===== config.mk =====
export PLATFORM = sky130hd
export DESIGN_NAME = fpm_ctrl
export DESIGN_NICKNAME = d
export VERILOG_FILES = /design/src/sv/fpm_pkg.sv /design/src/sv/fpm_ctrl.sv
export SDC_FILE = /design/constraint.sdc
export NUM_CORES = 1
export LEC_CHECK = 0
export BUFFER_PORTS_ARGS = -buffer_cell sky130_fd_sc_hd__buf_2
export CAP_MARGIN = 20
export CORE_AREA = 2 2 39 41
export CTS_CLUSTER_SIZE = 16
export DETAILED_ROUTE_END_ITERATION = 10
export DIE_AREA = 0 0 41 43
export SLEW_MARGIN = 20
export SYNTH_ARGS = -nofsm -noshare
export SYNTH_HDL_FRONTEND = slang
export SYNTH_SLANG_ARGS = --single-unit

===== constraint.sdc =====
create_clock -name clk -period 1.3 [get_ports clk]
set_input_delay 0.13 -clock clk [delete_from_list [all_inputs] [get_ports clk]]
set_output_delay 0.13 -clock clk [all_outputs]
set_load 0.01 [all_outputs]

===== src/sv/fpm_pkg.sv =====
package fpm_pkg;

	localparam int WINDOW_DEPTH_DEF = 100;
	localparam int MAX_STEPS_DEF = 255;
	localparam longint RATE_SCALE = 64'd256000000;
	localparam longint PERIOD_MAX = 64'hFFFFFF;
	localparam int STEP_RESET = 16667;

	typedef enum logic [1:0] {
		DIV_RATE_NOW,
		DIV_RATE_AVG,
		DIV_STEPS
	} div_op_t;

	typedef enum logic [2:0] {
		ST_IDLE,
		ST_READ,
		ST_UPDATE,
		ST_DIV_SEL,
		ST_DIV_RUN,
		ST_EXTREMES,
		ST_FINISH
	} ctl_state_t;

	typedef struct packed {
		logic    accept;
		logic    read;
		logic    update;
		logic    div_load;
		logic    div_store;
		div_op_t div_op;
		logic    extremes;
		logic    load_out;
	} ctl_cmd_t;

	typedef struct packed {
		logic p_zero;
		logic sum_zero;
		logic step_zero;
		logic div_done;
		logic out_free;
	} dp_status_t;

endpackage


===== src/sv/fpm_ctrl.sv =====
module fpm_ctrl import fpm_pkg::*; (
	input  logic       clk,
	input  logic       arst_n,
	input  logic       in_valid,
	output logic       in_stall,
	input  dp_status_t status,
	output ctl_cmd_t   cmd
);

	ctl_state_t state_q, state_d;
	div_op_t    op_q, op_d, op_next;
	logic       skip;
	logic       last;

	always_comb begin
		unique case (op_q)
			DIV_RATE_NOW:   op_next = DIV_RATE_AVG;
			DIV_RATE_AVG:   op_next = DIV_STEPS;
			default:        op_next = DIV_RATE_NOW;
		endcase
	end

	assign last = (op_q == DIV_STEPS);
	assign skip = (op_q == DIV_RATE_NOW && status.p_zero)
		|| (op_q == DIV_RATE_AVG && status.sum_zero)
		|| (op_q == DIV_STEPS && status.step_zero);

	always_comb begin
		state_d = state_q;
		op_d = op_q;
		unique case (state_q)
			ST_IDLE: if (in_valid) state_d = ST_READ;
			ST_READ: state_d = ST_UPDATE;
			ST_UPDATE: begin
				state_d = ST_DIV_SEL;
				op_d = DIV_RATE_NOW;
			end
			ST_DIV_SEL: begin
				if (!skip) begin
					state_d = ST_DIV_RUN;
				end else begin
					op_d = op_next;
					if (last)
						state_d = ST_EXTREMES;
				end
			end
			ST_DIV_RUN: begin
				if (status.div_done) begin
					op_d = op_next;
					state_d = last ? ST_EXTREMES : ST_DIV_SEL;
				end
			end
			ST_EXTREMES: state_d = ST_FINISH;
			ST_FINISH: if (status.out_free) state_d = ST_IDLE;
			default: state_d = ST_IDLE;
		endcase
	end

	always_comb begin
		cmd = '0;
		cmd.div_op = op_q;
		in_stall = (state_q != ST_IDLE);
		unique case (state_q)
			ST_IDLE:     cmd.accept = in_valid;
			ST_READ:     cmd.read = 1'b1;
			ST_UPDATE:   cmd.update = 1'b1;
			ST_DIV_SEL:  cmd.div_load = !skip;
			ST_DIV_RUN:  cmd.div_store = status.div_done;
			ST_EXTREMES: cmd.extremes = 1'b1;
			ST_FINISH:   cmd.load_out = status.out_free;
			default:     cmd = '0;
		endcase
	end

	always_ff @(posedge clk or negedge arst_n) begin
		if (!arst_n) begin
			state_q <= ST_IDLE;
			op_q <= DIV_RATE_NOW;
		end else begin
			state_q <= state_d;
			op_q <= op_d;
		end
	end

	a_store_in_run: assert property (@(posedge clk) disable iff (!arst_n)
		cmd.div_store |-> $past(state_q == ST_DIV_RUN || state_q == ST_DIV_SEL))
		else $error("quotient stored outside a divide");
	a_accept_idle: assert property (@(posedge clk) disable iff (!arst_n)
		cmd.accept |=> state_q == ST_READ)
		else $error("transaction accepted without start");
	a_load_after_ext: assert property (@(posedge clk) disable iff (!arst_n)
		cmd.extremes |=> state_q == ST_FINISH)
		else $error("extremes not followed by finish");

endmodule


==> results of run 1 <==
[timing repair]
item | CTS | global route
hold buffers | 1 | 0
endpoints found under the setup margin | 9 | 13
hold endpoints to repair | 5 | 0
buffers inserted | 4 | 1
resized for setup | 9 | 4
[flip-flops by register name, summed over array words and instances, names as in the netlist]
signal   count
state_q      3
op_q         2
[layer usage]
| layer | vias up | wire length (um) |
|---|---|---|
| met5 | - | 0 |
| met4 | 0 | 0 |
| met3 | 0 | 56 |
| li1 | 273 | - |
| met1 | 244 | 606 |
| met2 | 12 | 596 |
[layout make-up]
cell class / instances / area [um2] / area share
clock buffers: 4 / 26.3 / 0.0370
flip-flops and latches: 5 / 130 / 0.183
multi-input cells: 46 / 334 / 0.470
repair buffers: 29 / 178 / 0.250
inverters: 6 / 22.5 / 0.0317
well taps: 16 / 20.0 / 0.0282
[critical path: stages, from the launching register on]
cell                      delay, ns
sky130_fd_sc_hd__dfrtp_2       0.45
sky130_fd_sc_hd__or3_4         0.39
sky130_fd_sc_hd__nor2_2        0.08
sky130_fd_sc_hd__buf_2         0.13
[cells by family (layout without fill, tap and decap cells)]
logic type,Yosys count,in the layout
AO/OA/AOI/OAI,14,14
flip-flops,5,5
multiplexers,1,1
buffers and inverters,11,39
AND/OR/NAND/NOR,31,31
[stage by stage]
step	hold slack, ns	setup slack, ns	total power [mW]	cells	TNS (ns)
final	0.186	-0.115	1.55	106	-0.558
after global routing	0.200	-0.163	1.69	106	-1.29
after CTS	0.184	-0.133	1.51	105	-0.640
after detailed placement	-0.0515	0.0157	1.19	96	0
after global placement	-0.0517	0.0597	1.19	96	0
after floorplan	-0.166	0.0490	0.928	62	0
[cell usage in the layout, fill, tap and decap left out, types with 2 or more instances in the layout]
master | netlist | final
sky130_fd_sc_hd__dfrtp_2 | 0 | 4
sky130_fd_sc_hd__nor2_1 | 4 | 3
sky130_fd_sc_hd__inv_1 | 6 | 5
sky130_fd_sc_hd__nand2_1 | 6 | 5
sky130_fd_sc_hd__and2_1 | 2 | 2
sky130_fd_sc_hd__nor2b_1 | 8 | 7
sky130_fd_sc_hd__a32oi_1 | 2 | 2
sky130_fd_sc_hd__nand3_1 | 3 | 2
sky130_fd_sc_hd__buf_2 | 3 | 17
sky130_fd_sc_hd__o211ai_1 | 2 | 2
sky130_fd_sc_hd__buf_4 | 1 | 11
sky130_fd_sc_hd__o311ai_1 | 2 | 2
sky130_fd_sc_hd__clkbuf_4 | 0 | 3
[power breakdown]
part	internal, mW	total [mW]	switching, mW
clock network	0.116	0.179	0.0632
registers	0.236	0.361	0.125
logic	0.536	1.01	0.477
[worst max-delay path by stage]
stage / from / to / slack, ns / depth (start not counted)
floorplan: state_q[2] / cmd[8] / 0.05 / 3
global placement: op_q[0] / state_q[2] / 0.06 / 2
detailed placement: state_q[2] / op_q[1] / 0.02 / 5
CTS: state_q[0] / cmd[8] / -0.13 / 3
global route: state_q[2] / cmd[5] / -0.16 / 4
finish: state_q[0] / cmd[8] / -0.11 / 3
==> out/metrics.yaml, run 1 <==
cells_and_area:
  final_core_util: 0.514
  layout-drive-gt1-share: 0.522
  n_antenna_cell: 0
  layout.nets: 99
  flow.area_growth_from_synthesis_pct: 46.8
  fillCellCount: 135
  post_route_cell_area_um2: 711
die:
  initial_core_util: 0.350
  chipWidth_um: 41
  dieArea_um2: 1760
  floorplan.io_pins: 18
  placement_row_count: 14
  die_y_um: 43
  core_area_um2: 1380
setup_path:
  rr_worst_depth: 3
  reg2reg_slack_ns: 0.04
  path_max_fanout: 7
  critical_path_required_time_ns: 1.17
  worst_r2r_endpoint: "state_q[2]"
  critical_path.reg2reg.startpoint: "op_q[1]"
  worst_ep_arrival_time_ns: 1.28
  setup.worst_path.class: "flip-flop to primary output"
  setup.worst_path.start_class: "flip-flop"
  worst_setup_path_end_kind: "primary output"
min_path:
  hold_path_startpoint: "status[4]"
  holdCritPathClass: "primary input to flip-flop"
  timing.hold.worst_endpoint: "op_q[0]"
  worstHoldPathCells: 3
logic_synthesis:
  synth_fa_ha_area_frac: 0
  netlist_top_cells_area: "sky130_fd_sc_hd__dfrtp_1 (26%), sky130_fd_sc_hd__nor2b_1 (10%), sky130_fd_sc_hd__inv_1 (4.7%)"
  synth_common_cells: "sky130_fd_sc_hd__nor2b_1 (8), sky130_fd_sc_hd__inv_1 (6), sky130_fd_sc_hd__nand2_1 (6), sky130_fd_sc_hd__dfrtp_1 (5), sky130_fd_sc_hd__nor2_1 (4)"
  ys_async_sr_fraction: 1.00
  ys_seq_area_frac: 0.258
  synthesis.nets: 70
  synth_mux_area_frac: 0.0310
  synth_area_leader_cell: "sky130_fd_sc_hd__dfrtp_1"
  synth-warning-count: 0
  synth.ff_latch_count: 5
  post_synth_instance_area_um2: 484
  syn_avg_cell_area_um2: 7.81
  synth_edf_count: 0
  synthSimpleGateAreaFrac: 0.354
  synth-main-ff-cell: "sky130_fd_sc_hd__dfrtp_1"
  synth_cells: 62
  synth_top_family_by_area: "simple AND/OR/NAND/NOR gates"
  post-synth-top-area-fraction: 0.258
  synth_compound_area_frac: 0.240
  synth.most_common_cell: "sky130_fd_sc_hd__nor2b_1"
  yosysUniqueCellTypes: 29
  synth_xor_area_frac: 0
global_routing:
  globalRoute.totalOverflow: 0
  number_of_global_route_vias_before_repair: 483
  grt_start_max_net_pins: 11
  use_met2: 0.250
  grt_first_pass_wirelength_mm: 2.00
  groute.layer.met3.usage: 0.0471
  antenna_found_initial: 0
  grt_use_met1: 0.214
  grt_util_overall: 0.167
  global_route.peak_usage_layer: "met2"
routing:
  first_iteration_detailed_routing_drc_count: 8
  drc: 0
  route.antenna.remaining_nets: 0
  routed_wirelength_mm: 1.26
  dr_total_vias: 529
  vias_per_cell: 4.99
  drt_pass1_iterations: 3
  routedWlPerCell_um: 11.9
cts:
  numCtsBuffers: 3
  cts_num_sinks: 5
  clk_root_buffer_cell: "sky130_fd_sc_hd__clkbuf_4"
  htree_levels: 1
  clock_tree_from_tritoncts: "built"
  clock_latency_ns: 0.24
  cts-root-to-sink-buffers: 2
  clock_edge_transition_at_the_registers_on_the_reported_setup_and_hold_paths_ns: 0.05
sta:
  finalHoldViolCount: 0
  period_needed_ns: 1.41
  final.setup.worst_slack_ns: -0.115
  clock_skew_ns: 0.00962
  rsz0062_at_grt: "yes"
  finalCritPeriodShare: 1.09
  fmaxAchievable_ghz: 0.707
  worst_slew_margin: 0.756
  slew_viol_final: 0
  slew_of_the_pin_with_the_lowest_slew_margin_ns: 0.360
  setup_viol: 8
place:
  dp.final_hpwl_um: 909
  place.port_buffers: 17
  place.gp.congestion: 0.763
  placedInstanceArea_um2: 601
power_and_ir_drop:
  vdd_drop_max_v: 0.00109
  power_density_nw_per_um2: 2190
  leakagePower_nw: 0.341
flow_run:
  max_cap_viol_count: 0
outcome:
  run_status: "finished with violations"
  violations: "negative setup slack"
Power figures use the tool's default switching activity.
==> inputs of run 2 (changes only) <==
--- a/config.mk
+++ b/config.mk
@@ -6,8 +6,8 @@
 export NUM_CORES = 1
 export LEC_CHECK = 0
 export BUFFER_PORTS_ARGS = -buffer_cell sky130_fd_sc_hd__buf_2
-export CAP_MARGIN = 20
 export CORE_AREA = 2 2 39 41
+export CTS_CLUSTER_DIAMETER = 80
 export CTS_CLUSTER_SIZE = 16
 export DETAILED_ROUTE_END_ITERATION = 10
 export DIE_AREA = 0 0 41 43
==> constraint.sdc (replaced) <==
create_clock -name clk -period 1.4 [get_ports clk]
set_input_delay 0.14 -clock clk [delete_from_list [all_inputs] [get_ports clk]]
set_output_delay 0.14 -clock clk [all_outputs]
set_load 0.01 [all_outputs]
==> run 2 against run 1 <==
Count of clock-buffer cells in the layout unchanged. Highest routed layer is now met4. Critical path depth unchanged. The flow still finishes with violations (negative setup slack). Critical endpoint unchanged. Register-to-register slack better by 0.05 ns. Critical path type unchanged. Total power fell by 7.8%. Sequential power fell by 5%. Die area unchanged.
==> out/metrics.yaml, run 2 (synthesis results as in run 1) <==
outcome:
  run_status: "finished with violations"
  violations: "negative setup slack"
place:
  place.gp.congestion: 0.814  # +6.8%
  dp.cells: 94  # -2.1%
  dp_worst_setup_slack_ns: 0.109  # +0.0936 ns
  place.port_buffers: 17  # unchanged
  placedInstanceArea_um2: 586  # -2.5%
  dp.final_hpwl_um: 906  # -0.28%
global_routing:
  number_of_global_route_vias_before_repair: 451  # -6.6%
  globalRoute.totalOverflow: 0  # unchanged
  grt_start_max_net_pins: 12  # +1
  grt_util_overall: 0.161  # -0.00656
  antenna_found_initial: 0  # unchanged
  grt_first_pass_wirelength_mm: 1.87  # -6.6%
sta:
  slew_viol_final: 0  # unchanged
  rsz0062_at_grt: "yes"
  finalHoldViolCount: 0  # unchanged
  period_needed_ns: 1.42
  final.setup.worst_slack_ns: -0.0231  # +0.0914 ns
  clock_skew_ns: 0.00290  # -0.00672 ns
  slew_of_the_pin_with_the_lowest_slew_margin_ns: 0.356  # -0.00448 ns
  finalCritPeriodShare: 1.02
  fmaxAchievable_ghz: 0.703
  tns_ns: -0.0309  # +0.527 ns
  setup_viol: 2  # -6
  holdWs_ns: 0.216  # +0.0300 ns
  worst_slew_margin: 0.759  # +0.00303
die:
  floorplan.io_pins: 18  # unchanged
  initial_core_util: 0.350  # unchanged
  die_y_um: 43  # unchanged
  chipWidth_um: 41  # unchanged
  dieArea_um2: 1760  # unchanged
  core_area_um2: 1380  # unchanged
  placement_row_count: 14  # unchanged
cts:
  clock_latency_ns: 0.24  # about the same
  clock_tree_from_tritoncts: "built"
  clk_root_buffer_cell: "sky130_fd_sc_hd__clkbuf_4"
  clock_edge_transition_at_the_registers_on_the_reported_setup_and_hold_paths_ns: 0.04  # about the same
  cts-root-to-sink-buffers: 2  # unchanged
  cts_num_sinks: 5  # unchanged
  htree_levels: 1  # unchanged
  numCtsBuffers: 3  # unchanged
routing:
  routedWlPerCell_um: 12.5  # +5.4%
  drc: 0  # unchanged
  routed_wirelength_mm: 1.30  # +3.4%
  drt_pass1_iterations: 4  # +1
  dr_total_vias: 546  # +3.2%
  vias_per_cell: 5.25  # +5.2%
  route.antenna.remaining_nets: 0  # unchanged
  first_iteration_detailed_routing_drc_count: 9  # +1
cells_and_area:
  fillCellCount: 134  # -0.74%
  stdcell_count: 104  # -1.9%
  layout_common_cells: "sky130_fd_sc_hd__buf_2 (16), sky130_fd_sc_hd__buf_4 (9), sky130_fd_sc_hd__nor2b_1 (7)"
  layout.nets: 97  # -2.0%
  layout-drive-gt1-share: 0.489  # -0.0336
  register_with_the_highest_flop_count: "state_q"
  final_core_util: 0.507  # -0.00633
  layout_commonest_cell: "sky130_fd_sc_hd__buf_2"
  area_taken_by_multi_input_logic_gates_um2: 334  # unchanged
  top_regs: "state_q x3, op_q x2"
  largest_register_ffs: 3  # unchanged
  area.sequential_um2: 130  # unchanged
  post_route_cell_area_um2: 702  # -1.2%
  flow.area_growth_from_synthesis_pct: 45.0
  n_antenna_cell: 0  # unchanged
min_path:
  holdCritPathClass: "primary input to flip-flop"
  worstHoldPathCells: 3  # unchanged
  timing.hold.worst_endpoint: "op_q[0]"
  hold_path_startpoint: "status[4]"
setup_path:
  path_max_fanout: 6  # -1
  critical_path.reg2reg.startpoint: "state_q[1]"
  rr_worst_depth: 4  # +1
  setup.worst_path.start_class: "flip-flop"
  worst_ep_arrival_time_ns: 1.28  # about the same
  reg2reg_slack_ns: 0.09  # +0.05 ns
  worst_r2r_endpoint: "op_q[1]"
  worst_setup_path_end_kind: "primary output"
  setup.worst_path.class: "flip-flop to primary output"
  critical_path_required_time_ns: 1.26  # +0.09 ns
flow_run:
  max_cap_viol_count: 0  # unchanged
power_and_ir_drop:
  vdd_drop_max_v: 0.000985  # -9.2%
  power_mw: 1.43  # -7.8%
  power_density_nw_per_um2: 2040  # -6.6%
  leakagePower_nw: 0.331  # -2.7%
-- run 2: cell types whose count changed in the layout (fill, tap and decap cells not counted), sizes merged --
cell	change
buf	-2
-- run 2: power breakdown --
group | switching [mW] | total, mW | internal, mW | leakage [nW]
Sequential | 0.123 | 0.342 | 0.219 | 0.0578
Clock | 0.0553 | 0.163 | 0.108 | 0.0150
Combinational | 0.446 | 0.928 | 0.481 | 0.259
Total | 0.624 | 1.43 | 0.808 | 0.331
-- run 2: how the worst max path moves through the flow --
| stage | startpoint | endpoint | slack (ns) | cells after the start |
|---|---|---|---|---|
| 2_1_floorplan | state_q[2] | cmd[8] | 0.14 | 3 |
| 6_report | state_q[0] | cmd[8] | -0.02 | 3 |
| 3_3_place_gp | state_q[0] | op_q[0] | 0.11 | 3 |
| 4_1_cts | state_q[2] | cmd[5] | -0.03 | 4 |
| 3_5_place_dp | state_q[2] | op_q[1] | 0.11 | 4 |
| 5_1_grt | state_q[0] | cmd[8] | -0.08 | 3 |
-- run 2: timing repair --
| item | 4_1_cts | 5_1_grt |
|---|---|---|
| resized for setup | 4 | 9 |
| pin swaps | 0 | 1 |
| endpoints found under the setup margin | 7 | 7 |
| setup buffers | 4 | 1 |
| endpoints found under the hold margin | 5 | 0 |
| hold buffers | 1 | 0 |
-- run 2: routing by layer --
metal | vias up | track usage | wire length, um
met5 | - | 0 | 0
met4 | 0 | 0.0800 | 8
met3 | 2 | 0.0628 | 107
met2 | 25 | 0.234 | 613
met1 | 246 | 0.197 | 574
li1 | 273 | - | -
-- run 2: worst max-delay path, stage by stage (launching register included) --
cell and delay, ns:
sky130_fd_sc_hd__dfrtp_2 0.44, sky130_fd_sc_hd__or3_4 0.41, sky130_fd_sc_hd__nor2_4 0.09, sky130_fd_sc_hd__buf_6 0.10
-- run 2: cell type report --
cell class	instances	share of cell area
clock buffer	4	0.0374
tap	16	0.0285
timing repair buffer	27	0.241
multi-input combinational	46	0.476
inverter	6	0.0321
sequential	5	0.185
